--- src/mcfe_pkg.sv ---
// Shared constants and types of the motor command frame encoder.
package mcfe_pkg;

   localparam int unsigned VALUE_W     = 32;
   localparam int unsigned DIFF_W      = VALUE_W + 1;
   localparam int unsigned PROD_W      = 2 * VALUE_W;
   localparam int unsigned FRAC_BITS   = 16;
   localparam int unsigned POS_BITS    = 16;
   localparam int unsigned FIELD_BITS  = 12;
   localparam int unsigned PAYLOAD_W   = 64;
   localparam int unsigned NUM_FIELDS  = 5;
   localparam int unsigned CSR_INDEX_W = 3;

   // Configuration register indexes.
   typedef enum logic [CSR_INDEX_W-1:0] {
      REG_POS_MIN    = 3'd0,
      REG_POS_SCALE  = 3'd1,
      REG_VEL_MIN    = 3'd2,
      REG_VEL_SCALE  = 3'd3,
      REG_KP_SCALE   = 3'd4,
      REG_KD_SCALE   = 3'd5,
      REG_TORQ_MIN   = 3'd6,
      REG_TORQ_SCALE = 3'd7
   } mcfe_reg_type;

   // Clip mask bit positions.
   localparam int unsigned CLIP_POS  = 0;
   localparam int unsigned CLIP_VEL  = 1;
   localparam int unsigned CLIP_KP   = 2;
   localparam int unsigned CLIP_KD   = 3;
   localparam int unsigned CLIP_TORQ = 4;

   typedef struct packed {
      logic signed [VALUE_W-1:0] pos_min;
      logic        [VALUE_W-1:0] pos_scale;
      logic signed [VALUE_W-1:0] vel_min;
      logic        [VALUE_W-1:0] vel_scale;
      logic        [VALUE_W-1:0] kp_scale;
      logic        [VALUE_W-1:0] kd_scale;
      logic signed [VALUE_W-1:0] torq_min;
      logic        [VALUE_W-1:0] torq_scale;
   } mcfe_cfg_type;

   // Load enables of the three pipeline stages.
   typedef struct packed {
      logic diff_en;
      logic prod_en;
      logic code_en;
   } mcfe_adv_type;

endpackage

--- src/mcfe_lane.sv ---
// One quantizer lane: subtract, multiply, then clamp to a code of BITS bits.
module mcfe_lane import mcfe_pkg::*; #(
   parameter int unsigned BITS = FIELD_BITS
) (
   input  logic                      clock,
   input  mcfe_adv_type              adv,
   input  logic signed [VALUE_W-1:0] value,
   input  logic signed [VALUE_W-1:0] lo,
   input  logic        [VALUE_W-1:0] scale,
   output logic        [BITS-1:0]    code,
   output logic                      clip
);

   localparam logic [BITS-1:0] TOP = {BITS{1'b1}};

   logic signed [DIFF_W-1:0]  diff_ff, diff_in;
   logic        [VALUE_W-1:0] scale_ff;
   logic        [PROD_W-1:0]  prod_ff, prod_in;
   logic                      neg_ff, zero_ff;
   logic        [BITS-1:0]    code_ff, code_in;
   logic                      clip_ff, clip_in;

   assign diff_in = {value[VALUE_W-1], value} - {lo[VALUE_W-1], lo};
   assign prod_in = diff_ff[VALUE_W-1:0] * scale_ff;

   always_comb begin
      code_in = prod_ff[FRAC_BITS +: BITS];
      clip_in = 1'b0;
      priority if (zero_ff) begin
         code_in = '0;
      end else if (neg_ff) begin
         code_in = '0;
         clip_in = 1'b1;
      end else if (|prod_ff[PROD_W-1:FRAC_BITS+BITS]) begin
         code_in = TOP;
         clip_in = 1'b1;
      end
   end

   always_ff @(posedge clock) begin
      if (adv.diff_en) begin
         diff_ff  <= diff_in;
         scale_ff <= scale;
      end
      if (adv.prod_en) begin
         prod_ff <= prod_in;
         neg_ff  <= diff_ff[DIFF_W-1];
         zero_ff <= (scale_ff == '0);
      end
      if (adv.code_en) begin
         code_ff <= code_in;
         clip_ff <= clip_in;
      end
   end

   assign code = code_ff;
   assign clip = clip_ff;

endmodule

--- config.mk ---
export PLATFORM = sky130hd
export DESIGN_NAME = mcfe_lane
export DESIGN_NICKNAME = d
export VERILOG_FILES = /design/src/mcfe_pkg.sv /design/src/mcfe_lane.sv
export SDC_FILE = /design/constraint.sdc
export NUM_CORES = 2
export LEC_CHECK = 0
export BUFFER_PORTS_ARGS = -buffer_cell sky130_fd_sc_hd__buf_2
export CAP_MARGIN = 20
export CORE_UTILIZATION = 50
export CTS_BUF_LIST = sky130_fd_sc_hd__clkbuf_16
export DETAILED_ROUTE_END_ITERATION = 10
export GPL_TIMING_DRIVEN = 1
export HOLD_SLACK_MARGIN = 0.1
export PLACE_DENSITY = 0.66
export SETUP_SLACK_MARGIN = 0.2
export SKIP_LAST_GASP = 1
export SYNTH_ARGS = -nofsm -noshare
export SYNTH_HDL_FRONTEND = slang
export SYNTH_SLANG_ARGS = --single-unit
--- constraint.sdc ---
create_clock -name clock -period 10.15 [get_ports clock]
set_clock_uncertainty 0.05 [all_clocks]
set_input_delay 1.5225 -clock clock [delete_from_list [all_inputs] [get_ports clock]]
set_output_delay 1.5225 -clock clock [all_outputs]
set_load 0.05 [all_outputs]
=== Yosys cells after proc, flatten, opt, wreduce, memory -nomap -nowiden ===
Cells that the tools add are included.

* Input bits: 100
* Word-level logic and storage cells: 15
* Output and inout port bits: 13
* Flip-flop bits (word level): 144

* Multiply operators: 1
* Add/sub/neg operators: 1
* Reduce and logical (&&, ||, !) cells: 3
* Mux-type cells: 3

{| class="wikitable"
|+ Operators with widths
! cell !! number
|-
| multiplier 32 x 32 -> 64 bit || 1
|-
| OR reduction 36 bit || 1
|-
| subtractor 32 x 32 -> 33 bit || 1
|-
| logical NOT 32 bit || 1
|-
| two-way mux 12 bit || 1
|-
| two-way mux 1 bit || 2
|-
| OR reduction 2 bit || 1
|}

=== Longest topological paths before layout ===
* Depth after elaboration: 3
* Mapped depth: 30

=== Least setup slack after synthesis ===
OpenSTA, ideal clock, no wires.

* Kind: register to register
* From: register scale_ff[11]
* To: register prod_ff[59] (data pin)
* Data required time: 9.831 ns
* Clock period less this slack: 7.334 ns
* Setup slack: 2.816 ns
* Library setup time: 0.269 ns
* Arrival: 7.015 ns
* Stages on the path, launching flop included: 27
* Cell sequence: edfxtp_1 -> clkbuf_1 -> nand2_1 -> fa_1 -> inv_1 -> fa_1 -> inv_1 -> fa_1 -> inv_1 -> fa_1 -> inv_1 -> fa_1 -> fa_1 -> fa_1 -> fa_1 -> inv_1 -> ha_1 -> clkbuf_1 -> a211o_1 -> a31oi_1 -> o21ai_0 -> a21o_1 -> a31o_4 -> a31o_4 -> a211oi_2 -> o31ai_1 -> xor2_1

* Longest elaborated chain between the ends: 1

{| class="wikitable"
|+ Ends and longest elaborated chain
! element !! line !! RTL
|-
| start, declared || mcfe_lane.sv:17 || <nowiki>logic [VALUE_W-1:0] scale_ff;</nowiki>
|-
| start signal, assigned || mcfe_lane.sv:43 || <nowiki>scale_ff <= scale;</nowiki>
|-
| multiplier 32 x 32 -> 64 bit || mcfe_lane.sv:24 || <nowiki>assign prod_in = diff_ff[VALUE_W-1:0] * scale_ff;</nowiki>
|-
| named net prod_in[59] || mcfe_lane.sv:18 || <nowiki>logic [PROD_W-1:0] prod_ff, prod_in;</nowiki>
|-
| end signal, assigned || mcfe_lane.sv:46 || <nowiki>prod_ff <= prod_in;</nowiki>
|-
| end, declared || mcfe_lane.sv:18 ||
|}

The timed path passes the listed nets, and every way through them passes these cells.
A chain may end at the register's enable or synchronous reset.

=== Final worst setup path ===
* From: register diff_ff[16]
* To: register prod_ff[63] (data pin)

* Longest elaborated chain between the ends: 1

{| class="wikitable"
|+ Ends and longest elaborated chain
! element !! line !! RTL
|-
| start, declared || mcfe_lane.sv:16 || <nowiki>logic signed [DIFF_W-1:0] diff_ff, diff_in;</nowiki>
|-
| start signal, assigned || mcfe_lane.sv:42 || <nowiki>diff_ff <= diff_in;</nowiki>
|-
| multiplier 32 x 32 -> 64 bit || mcfe_lane.sv:24 ||
|-
| named net prod_in[63] || mcfe_lane.sv:18 ||
|}

The timed path passes the listed nets, and every way through them passes these cells.

==> results.yml <==
outcome:
  status: "complete, no violations"
sta:
  finalHoldViolations: 0
  rsz0062_at_grt: "false"
  holdWs_ps: 519
  fin_crit_ps: 8790
  tns_ps: 0
  finalCritPeriodShare_pct: 86.6
  setup_violations: 0
  final_max_slew_viol_count: 0
  max_freq_mhz: 114
  worstMarginPinSlew_ps: 1110
  max-slew-margin-rel_pct: 25.7
hold_path:
  hp-class: "flip-flop to flip-flop"
yosys:
  synth-adder-area-share_pct: 56.0
  synth.avg_cell_area_sq_um: 9.54
  synth_edf_count: 128
  syn-num-nets: 5328
  synth_xor_area_share_pct: 1.68
  synth_top_family_by_area: "adder cells"
  synth_cell_types: 63
  post-synth-top-count-cell: "inv_1"
  synth_async_sr_flop_share_pct: 0
  synth_common_cells: "925 x inv_1, 896 x fa_1, 575 x and2_1, 503 x nand2_1, 292 x ha_1"
  synth.area.top_cells: "fa_1 47%, edfxtp_1 10%, ha_1 9.5%"
  synthSimpleGateAreaFrac_pct: 16.6
  syn_inst: 4040
  synthMuxAreaShare_pct: 0.0552
  synth_area_sq_mm: 0.0385
  yosys.area.top_type_share_pct: 46.5
  ys.flop_type: "edfxtp_1"
  ys_warn_count: 0
  seq_area_frac_synth_pct: 9.97
  synth_seq_cells: 128
  yosys.area.top_type: "fa_1"
  synth_compound_area_share_pct: 4.56
finish:
  antenna-diode-count: 0
  fillers: 7058
  finalNetCount: 5319
  area_growth_pct: 5.77
  layout-drive-gt1-share_pct: 5.84
clocking:
  cts_tree: "done"
  cts_setup_buffers: 0
  cts_made_buffers: 17
  path_clk_slew_ps: 70
  cts_root_buf: "clkbuf_16"
  insertion_delay_ps: 500
  htree_levels: 4
  hold_buffers: 0
  cts.repair.resized: 0
  clock-sinks: 128
  clk_path_buf_depth: 2
critical_path:
  end_kind: "flip-flop"
  critPathKind: "flip-flop to flip-flop"
  cp.required_ps: 10330
  max_stage_delay_ps: 1090
  startpoint_type: "flip-flop"
  cp_max_fo: 21
  cp.arrival_ps: 8970
  crit_path_frequent_cell: "fa_1"
  cp_slowest_cell: "edfxtp_1"
placed_design:
  place.port_buffers: 112
  gp_congestion: 0.930
  hpwl_um: 84300
floorplan:
  coreArea_sq_mm: 0.0761
  die_x_um: 280
  io_pins: 113
  num_rows: 101
  start_util_pct: 50.7
  die_h_um: 280
  die_area_sq_mm: 0.0782
drt:
  vias: 27218
  wl_per_cell_um: 20.4
  detail-route-antenna-nets: 0
  dr.pass1.iters: 6
  avgViaCountPerCell: 5.36
  drt-initial-drc-count: 1693
  totalWireLength_um: 104000
  drc: 0
global_routing:
  first_global_vias: 28875
  antenna_found_initial: 0
  grt_pass1_wl_um: 163000
  grt.overflow.total: 0
  grt.total_usage_pct: 27.7
  grt_start_max_net_pins: 55
run:
  max-cap-violations: 0
-- routing by layer --
metal  routed length [um]  GRT usage [%]  vias to the layer above  share of wire (%)
met5                    0              0                        -                  0
met4                 4940           12.7                        0                4.8
met3                 6040           3.79                      241                5.8
met2                52100           47.6                      938                 50
met1                40400           34.7                    14135                 39
li1                     -              -                    11904                  -
-- cells in the final DEF (no fill, tap or decap), drive strengths merged, types with 4 or more instances in the layout --
cell      n
o21a     23
inv     931
xnor2    53
fa      896
nand3    14
nor2     71
nor3     11
edfxtp  128
nand2   503
and3      6
xor2     21
o21bai    9
nor2b    11
clkbuf   17
ha      292
clkinv    6
a21boi    6
o21ai    45
buf     182
nor4     19
nand4    22
nand4b    4
a21o     51
nand2b    6
a21oi    75
and2    575
a31o      6
a211oi    4
a221oi    6
a31oi    12
-- worst paths after layout --
| path | from | endpoint | slack, ps | cells after the start |
|---|---|---|---|---|
| worst max register to register | diff_ff[16] | prod_ff[63] | 1360 | 26 |
| worst max-delay path | diff_ff[16] | prod_ff[63] | 1360 | 26 |
| worst min-delay path | prod_ff[24] | code[8] | 520 | 1 |
| worst min register to register | prod_ff[24] | code[8] | 520 | 1 |
-- critical path: cells and delay by family (launching register included) --
family	cells	cell delay [ps]
compound gates	4	980
xor+xnor	1	150
flops	1	1090
fa+ha+maj	9	4350
simple gates	6	1270
buf+inv	6	620
-- stage by stage --
stage / instances / setup slack, ps / util (%) / instance area, sq um
2_1_floorplan: 4040 / 2820 / - / 38500
5_1_grt: 5074 / 970 / 53.6 / 40800
3_3_place_gp: 5040 / 1530 / 52.7 / 40100
3_5_place_dp: 5041 / 1460 / 52.8 / 40100
6_report: 5074 / 1360 / 53.6 / 40800
4_1_cts: 5073 / 1440 / 53.5 / 40700
-- kinds of logic (layout without fill, tap and decap cells) --
group                      after synthesis  count (layout)
xor gates and xnor gates                74              74
AOI/OAI and AO/OA                      260             260
buffers and inverters                 1135            1139
muxes                                    2               2
DFF                                    128             128
and+or+nand+nor                       1253            1253
adders and majority gates             1188            1188
-- state kept, by name (all words and copies together), names as in the netlist --
| register | flops |
|---|---|
| clip | 1 |
| code | 12 |
| diff_ff | 33 |
| neg_ff | 1 |
| prod_ff | 48 |
| scale_ff | 32 |
| zero_ff | 1 |
-- layout make-up --
cell class | count | area, sq um | share of cell area (%)
inverters | 925 | 3470 | 8.52
repair buffers | 182 | 1120 | 2.75
clock inverters | 15 | 175 | 0.430
clock buffers | 17 | 425 | 1.04
flip-flops and latches | 128 | 3840 | 9.43
multi-input cells | 2777 | 30400 | 74.7
well taps | 1030 | 1290 | 3.16
Power is not shown: default switching activity piles up to over one toggle a cycle in this logic, so the estimate is an artifact.
