$ cat src/mcfe_pkg.sv
// Shared constants and types of the motor command frame encoder.
package mcfe_pkg;

   localparam int unsigned VALUE_W     = 32;
   localparam int unsigned DIFF_W      = VALUE_W + 1;
   localparam int unsigned PROD_W      = 2 * VALUE_W;
   localparam int unsigned FRAC_BITS   = 16;
   localparam int unsigned POS_BITS    = 16;
   localparam int unsigned FIELD_BITS  = 12;
   localparam int unsigned PAYLOAD_W   = 64;
   localparam int unsigned NUM_FIELDS  = 5;
   localparam int unsigned CSR_INDEX_W = 3;

   // Configuration register indexes.
   typedef enum logic [CSR_INDEX_W-1:0] {
      REG_POS_MIN    = 3'd0,
      REG_POS_SCALE  = 3'd1,
      REG_VEL_MIN    = 3'd2,
      REG_VEL_SCALE  = 3'd3,
      REG_KP_SCALE   = 3'd4,
      REG_KD_SCALE   = 3'd5,
      REG_TORQ_MIN   = 3'd6,
      REG_TORQ_SCALE = 3'd7
   } mcfe_reg_type;

   // Clip mask bit positions.
   localparam int unsigned CLIP_POS  = 0;
   localparam int unsigned CLIP_VEL  = 1;
   localparam int unsigned CLIP_KP   = 2;
   localparam int unsigned CLIP_KD   = 3;
   localparam int unsigned CLIP_TORQ = 4;

   typedef struct packed {
      logic signed [VALUE_W-1:0] pos_min;
      logic        [VALUE_W-1:0] pos_scale;
      logic signed [VALUE_W-1:0] vel_min;
      logic        [VALUE_W-1:0] vel_scale;
      logic        [VALUE_W-1:0] kp_scale;
      logic        [VALUE_W-1:0] kd_scale;
      logic signed [VALUE_W-1:0] torq_min;
      logic        [VALUE_W-1:0] torq_scale;
   } mcfe_cfg_type;

   // Load enables of the three pipeline stages.
   typedef struct packed {
      logic diff_en;
      logic prod_en;
      logic code_en;
   } mcfe_adv_type;

endpackage

$ cat src/mcfe_csr.sv
// Configuration register file of the motor command frame encoder.
module mcfe_csr import mcfe_pkg::*; (
   input  logic                   clock,
   input  logic                   reset,
   input  logic                   csr_we,
   input  logic [CSR_INDEX_W-1:0] csr_index,
   input  logic [VALUE_W-1:0]     csr_wdata,
   output mcfe_cfg_type           cfg
);

   mcfe_cfg_type cfg_ff, cfg_in;

   always_comb begin
      cfg_in = cfg_ff;
      if (csr_we) begin
         unique case (mcfe_reg_type'(csr_index))
            REG_POS_MIN:    cfg_in.pos_min    = csr_wdata;
            REG_POS_SCALE:  cfg_in.pos_scale  = csr_wdata;
            REG_VEL_MIN:    cfg_in.vel_min    = csr_wdata;
            REG_VEL_SCALE:  cfg_in.vel_scale  = csr_wdata;
            REG_KP_SCALE:   cfg_in.kp_scale   = csr_wdata;
            REG_KD_SCALE:   cfg_in.kd_scale   = csr_wdata;
            REG_TORQ_MIN:   cfg_in.torq_min   = csr_wdata;
            REG_TORQ_SCALE: cfg_in.torq_scale = csr_wdata;
            default:        cfg_in = cfg_ff;
         endcase
      end
   end

   always_ff @(posedge clock) begin
      if (reset) begin
         cfg_ff <= '0;
      end else begin
         cfg_ff <= cfg_in;
      end
   end

   assign cfg = cfg_ff;

endmodule

$ cat config.mk
export PLATFORM = sky130hd
export DESIGN_NAME = mcfe_csr
export DESIGN_NICKNAME = d
export VERILOG_FILES = /design/src/mcfe_pkg.sv /design/src/mcfe_csr.sv
export SDC_FILE = /design/constraint.sdc
export NUM_CORES = 1
export LEC_CHECK = 0
export BUFFER_PORTS_ARGS = -buffer_cell sky130_fd_sc_hd__buf_2
export CORE_ASPECT_RATIO = 1.75
export CORE_MARGIN = 5
export CORE_UTILIZATION = 40
export DETAILED_ROUTE_END_ITERATION = 7
export GPL_ROUTABILITY_DRIVEN = 1
export SYNTH_ARGS = -nofsm -noshare
export SYNTH_HDL_FRONTEND = slang
export SYNTH_SLANG_ARGS = --single-unit
$ cat constraint.sdc
create_clock -name clock -period 2.7 [get_ports clock]
set_input_delay 0.27 -clock clock [delete_from_list [all_inputs] [get_ports clock]]
set_output_delay 0.27 -clock clock [all_outputs]
set_load 0.01 [all_outputs]
# --- Yosys cells after proc, flatten, opt, wreduce, memory -nomap -nowiden ---
# Cells that the tools add are included.
word_totals:
  output_inout_bits: 256
  ff_bits: 256
  in_bits: 38
  wordCells: 24
op_classes:
  n_eq_ne: 7
  reduce_logical: 9
op_table:
  columns: ["op", "count"]
  rows:
  - ["AND reduction 2 bit", 8]
  - ["equality test 3 bit, second input constant", 4]
  - ["equality test 3 x 2 -> 1 bit, second input constant", 2]
  - ["equality test 3 x 1 -> 1 bit, second input constant", 1]
  - ["logical NOT 3 bit", 1]

# --- Logic depth before layout (Yosys ltp) ---
# Gate-level depths: netlist of the first run.
logic_depth:
  depth_word: 2
  depth_mapped: 6

# --- Least setup slack after synthesis of the first run ---
# Ideal clock, no wire load.
synth_timing:
  path_type: "input to register"
  startpoint: "in csr_index[1]"
  endpoint: "reg cfg_ff (netlist bit cfg[245])"
  path_stages: 5
  path_slack_ps: 1246
  t_required_ps: 2571
  t_arrival_ps: 1325
  path_cell_list: "buf_2 -> or4b_1 -> buf_6 -> buf_8 -> mux2i_1"
synth_between:
  elab_chain_len: 2
synth_lines:
  columns: ["item", "line", "source"]
  rows:
  - ["start, declared", "mcfe_csr.sv:6", "input logic [CSR_INDEX_W-1:0] csr_index,"]
  - ["logical NOT 3 bit", "mcfe_csr.sv:16", "unique case (mcfe_reg_type'(csr_index))"]
  - ["AND reduction 2 bit (no line)", null, null]
  - ["end signal, assigned", "mcfe_csr.sv:34", "cfg_ff <= cfg_in;"]
  - ["end, declared", "mcfe_csr.sv:11", "mcfe_cfg_type cfg_ff, cfg_in;"]
# No other way between the ends.
# A chain may end at the register's enable or synchronous reset.

# --- Final worst setup path of the first run ---
layout_timing:
  startpoint: "reg cfg_ff (netlist bit cfg[132])"
  endpoint: "out cfg[132] (netlist name)"
layout_lines:
  columns: ["item", "line", "source"]
  rows:
  - ["end, declared", "mcfe_csr.sv:8", "output mcfe_cfg_type cfg"]
# No word-level cell between the ends.

==> impl_metrics.env, run 1 <==
export IMPL_wirelength_um=29480
export IMPL_vdd_ir_drop_max_mv=0.4885
export IMPL_clockBufferDepth=3
export IMPL_diodes=0
export IMPL_numCtsBuffers=24
export IMPL_synthCells=906
export IMPL_layout_common_cells="buf_2, nand2b_1, mux2i_1, dfxtp_1, clkbuf_16"
export IMPL_post_dp_hpwl_um=20130
export IMPL_synth_area_um2=10010
export IMPL_pwr_density_cell_nw_per_um2=640.0
export IMPL_dieArea_um2=28420
export IMPL_ctsHoldBuffers=0
export IMPL_first_iter_violations=314
export IMPL_synth_warnings=0
export IMPL_clkLatencyLatePin_ps=510
export IMPL_finalSetupViolations=0
export IMPL_max_stage_delay_ps=370
export IMPL_critPathKind="flop to output port"
export IMPL_die_y_um=219.3
export IMPL_grt_pass1_vias=7207
export IMPL_hold_class="input pin to flop"
export IMPL_cts_max_level=1
export IMPL_clk_pin_slew_ps=70
export IMPL_crit_fanout=2
export IMPL_status="complete, no violations"
export IMPL_syn_num_nets=944
export IMPL_grt_usage_pct=20.16
export IMPL_crit_chain="buf_2"
export IMPL_start_kind="flop"
export IMPL_endpoint_kind="output port"
export IMPL_core_area_um2=24630
export IMPL_synth_distinct_cells=15
export IMPL_gp_congestion=0.7739
export IMPL_cap_violations=0
export IMPL_hold_viol=0
export IMPL_worst_hold_slack_ps=219.6
export IMPL_cts_resized=0
export IMPL_layout_commonest_cell="buf_2"
export IMPL_rsz0062_at_grt="no"
export IMPL_drv_slew=0
export IMPL_grt_pass1_wl_um=44020
export IMPL_fin_tns_setup_ps=0
export IMPL_finalCriticalPeriod_ps=1311
export IMPL_antenna_left=0
export IMPL_rows=76
export IMPL_fp_dieW_um=129.6
export IMPL_fin_crit_sh_pct=48.54
export IMPL_synth_seq_cells=256
export IMPL_required_ps=2430
export IMPL_cts_sinks=256
export IMPL_synth_area_per_cell_um2=11.05
export IMPL_grt_max_degree=108
export IMPL_fmax_mhz=763.1
export IMPL_worstPathArrival_ps=1040
export IMPL_finClkSkew_ps=0
export IMPL_cts_setup_buffers=0
export IMPL_slowest_stage="dfxtp_1"
export IMPL_power_leakage_nw=6.782
export IMPL_critPathBufInv=1
export IMPL_layout_drive_gt1_share_pct=30.68
export IMPL_largest_reg_flops=256
export IMPL_pin_count=294
export IMPL_initial_core_util_pct=40.66
export IMPL_cpLargestDelayFamily="flip-flops"
export IMPL_cts_root_buf="clkbuf_16"
export IMPL_cts_tree="yes"
export IMPL_routed_via_density=4.759
export IMPL_firstDrtPassIters=4
export IMPL_io_buffers=293
export IMPL_worst_pin_slew_ps=946.5
export IMPL_antenna_found_initial=0
export IMPL_route_detailed_drc=0
export IMPL_wl_per_cell_um=19.93
export IMPL_vias=7039
export IMPL_fin_nets=1187
export IMPL_synth_yosys_seq_area_share_pct=51.18
export IMPL_areaGrowthSynthToFinish_pct=24.62
export IMPL_slew_limit_headroom_pct=36.90
export IMPL_grt_overflow=0
-- final timing paths --
path / endpoint / depth (start not counted) / start / slack, ps
worst max register to register: cfg[209]$_SDFFE_PP0P_ / 2 / cfg[209]$_SDFFE_PP0P_ / 2050
worst min register to register: cfg[87]$_SDFFE_PP0P_ / 2 / cfg[87]$_SDFFE_PP0P_ / 470
worst min-delay path: cfg[103]$_SDFFE_PP0P_ / 3 / csr_wdata[7] / 220
worst max-delay path: cfg[132] / 1 / cfg[132]$_SDFFE_PP0P_ / 1390
-- layer usage --
layer  GRT usage, %  share of wire (%)
met5              0                  0
met3          4.213                6.1
met1          23.93                 40
met2          35.72                 51
met4          6.796                2.9
-- cell families (layout without fill, tap and decap cells) --
logic type / after synthesis / count (layout) / share of synthesized area (%)
mux: 256 / 256 / 25.59
simple gates: 298 / 298 / 18.94
buf+inv: 96 / 357 / 4.286
flops: 256 / 256 / 51.18
-- power breakdown --
| group | switching [mW] | internal [mW] |
|---|---|---|
| clock network | 1.47 | 2.06 |
| logic | 0.320 | 0.242 |
| registers | 0.0432 | 3.86 |
-- cell usage after synthesis --
cell / number / area (µm²)
buf_1: 7 / 26.28
buf_2: 28 / 140.1
buf_4: 2 / 15.01
buf_6: 2 / 22.52
buf_8: 1 / 15.01
clkbuf_1: 56 / 210.2
dfxtp_1: 256 / 5125
mux2i_1: 256 / 2562
nand2b_1: 288 / 1802
nand4_1: 1 / 6.260
nand4b_1: 3 / 26.28
nand4bb_1: 3 / 33.78
nor4b_1: 1 / 8.760
nor4bb_1: 1 / 10.01
or4b_1: 1 / 10.01
-- through the flow --
stage | setup WS [ps] | instance area [µm²] | utilization [%] | total power, mW | std cells
after detailed placement | 873.8 | 11660 | 47.33 | 4.560 | 1435
after global routing | 1341 | 12480 | 50.67 | 8.292 | 1479
after global placement | 909.4 | 11660 | 47.33 | 4.556 | 1435
final | 1389 | 12480 | 50.67 | 7.986 | 1479
after floorplan | 1246 | 10010 | - | 4.336 | 906
after CTS | 1354 | 12480 | 50.67 | 8.087 | 1479
-- final cells by class --
type | count | area (µm²)
Clock inverter | 9 | 98.84
Tap cell | 312 | 390.4
Multi-Input combinational cell | 554 | 4518
Timing Repair Buffer | 313 | 1623
Fill cell | 2308 | 12150
Clock buffer | 35 | 723.2
Sequential cell | 256 | 5125
Power figures use the tool's default switching activity.
==> run 2, diff against run 1 <==
PLACE_DENSITY = 0.67   (was unset)
clock period = 1.2 ns   (was 2.7 ns; I/O delays follow)
==> impl_metrics.env, run 2 (synthesis gave the netlist of run 1 again) <==
export IMPL_clockBufferDepth=3
export IMPL_grt_usage_pct=19.75
export IMPL_crit_chain="buf_2"
export IMPL_initial_core_util_pct=40.66
export IMPL_worst_pin_slew_ps=385.5
export IMPL_hold_viol=0
export IMPL_grt_overflow=0
export IMPL_layout_common_cells="buf_2, nand2b_1, mux2i_1, dfxtp_1, buf_4"
export IMPL_vdd_ir_drop_max_mv=0.9105
export IMPL_die_y_um=219.3
export IMPL_whs_path_depth=4
export IMPL_cpLargestDelayFamily="flip-flops"
export IMPL_endpoint_kind="output port"
export IMPL_start_kind="flop"
export IMPL_clkLatencyLatePin_ps=520
export IMPL_power_leakage_nw=7.188
export IMPL_power_total_mw=18.34
export IMPL_cts_setup_buffers=0
export IMPL_fin_crit_sh_pct=95.86
export IMPL_antenna_found_initial=0
export IMPL_cts_root_buf="clkbuf_16"
export IMPL_worstPathArrival_ps=1030
export IMPL_cts_tree="yes"
export IMPL_layout_drive_gt1_share_pct=34.07
export IMPL_antenna_left=0
export IMPL_io_buffers=293
export IMPL_routed_via_density=4.719
export IMPL_route_detailed_drc=0
export IMPL_fmax_mhz=869.4
export IMPL_dieArea_um2=28420
export IMPL_firstDrtPassIters=4
export IMPL_layout_commonest_cell="buf_2"
export IMPL_fill_cells=2202
export IMPL_finClkSkew_ps=0
export IMPL_post_dp_hpwl_um=20640
export IMPL_status="complete, no violations"
export IMPL_pin_count=294
export IMPL_cts_max_level=1
export IMPL_fin_nets=1244
export IMPL_final_seq_area_um2=5134
export IMPL_clk_pin_slew_ps=70
export IMPL_fin_tns_setup_ps=0
export IMPL_crit_fanout=2
export IMPL_areaGrowthSynthToFinish_pct=32.50
export IMPL_slew_limit_headroom_pct=74.30
export IMPL_fin_cells=1536
export IMPL_hold_class="input pin to flop"
export IMPL_place_inst=1487
export IMPL_max_stage_delay_ps=360
export IMPL_wl_per_cell_um=18.73
export IMPL_diodes=0
export IMPL_numCtsBuffers=24
export IMPL_finalSetupViolations=0
export IMPL_required_ps=1080
export IMPL_gp_congestion=0.7779
export IMPL_worstRegToRegCells=2
export IMPL_grt_pass1_wl_um=43680
export IMPL_rsz0062_at_grt="no"
export IMPL_cap_violations=0
export IMPL_critPathBufInv=1
export IMPL_path_depth=1
export IMPL_finalCriticalPeriod_ps=1150
export IMPL_first_iter_violations=237
export IMPL_grt_pass1_vias=7596
export IMPL_fin_util_pct=53.87
export IMPL_cts_sinks=256
export IMPL_multiInputGateArea_um2=4518
export IMPL_critPathKind="flop to output port"
export IMPL_core_area_um2=24630
export IMPL_wirelength_um=28770
export IMPL_rows=76
export IMPL_slowest_stage="dfxtp_1"
export IMPL_fp_dieW_um=129.6
export IMPL_largest_reg_flops=256
export IMPL_drv_slew=0
export IMPL_postPlaceCellArea_um2=12370
export IMPL_grt_max_degree=62
export IMPL_pwr_density_cell_nw_per_um2=1383
export IMPL_stdcell_area_um2=13270
export IMPL_vias=7248
run 2: cell count changes in the layout (fill, tap and decap cells not counted):
cell           delta
buf_12           +26
buf_4            +26
dfxtp_1           -7
dfxtp_2           +7
dlygate4sd3_1     +5
bufinv_16         +1
clkbuf_8          -1
clkinvlp_4        +1
inv_6             -1
run 2: repair_timing:
item | CTS | global route
hold endpoints to repair | 15 | 0
hold buffers | 5 | 0
endpoints found under the setup margin | 4 | 3
resized for setup | 4 | 3
run 2: where the power goes:
group          total, mW  internal [mW]  leakage, nW  switching (mW)
clock               8.06           4.77        0.415            3.29
combinational       1.49          0.744         4.70           0.750
sequential          8.79           8.68         2.08           0.102
total               18.3           14.2         7.19            4.15
run 2: stage by stage:
stage	worst slack [ps]	hold slack (ps)
3_5_place_dp	-80.52	459.8
5_1_grt	2.001	25.91
3_3_place_gp	-72.49	454.4
4_1_cts	0.2154	4.146
2_1_floorplan	-84.61	432.0
6_report	49.73	16.82
run 2: metal layers:
layer / GRT usage [%] / routed length, µm / vias up
met2: 36.65 / 15200 / 209
met1: 22.06 / 11000 / 3433
met5: 0 / 0 / -
met3: 3.288 / 1563 / 52
li1: - / - / 3554
met4: 7.628 / 1011 / 0
run 2: area by class of cell:
cell class / count / share of cell area (%)
Multi-Input combinational cell: 554 / 34.05
Timing Repair Buffer: 370 / 18.00
Clock inverter: 10 / 0.9619
Tap cell: 312 / 2.942
Sequential cell: 256 / 38.69
Clock buffer: 34 / 5.347
run 2: final timing paths:
path                              start               endpoint  slack [ps]
hold reg to reg   cfg[224]$_SDFFE_PP0P_  cfg[224]$_SDFFE_PP0P_         470
setup / recovery  cfg[241]$_SDFFE_PP0P_               cfg[241]          50
setup reg to reg  cfg[214]$_SDFFE_PP0P_  cfg[214]$_SDFFE_PP0P_         560
hold / removal            csr_wdata[31]  cfg[191]$_SDFFE_PP0P_          20
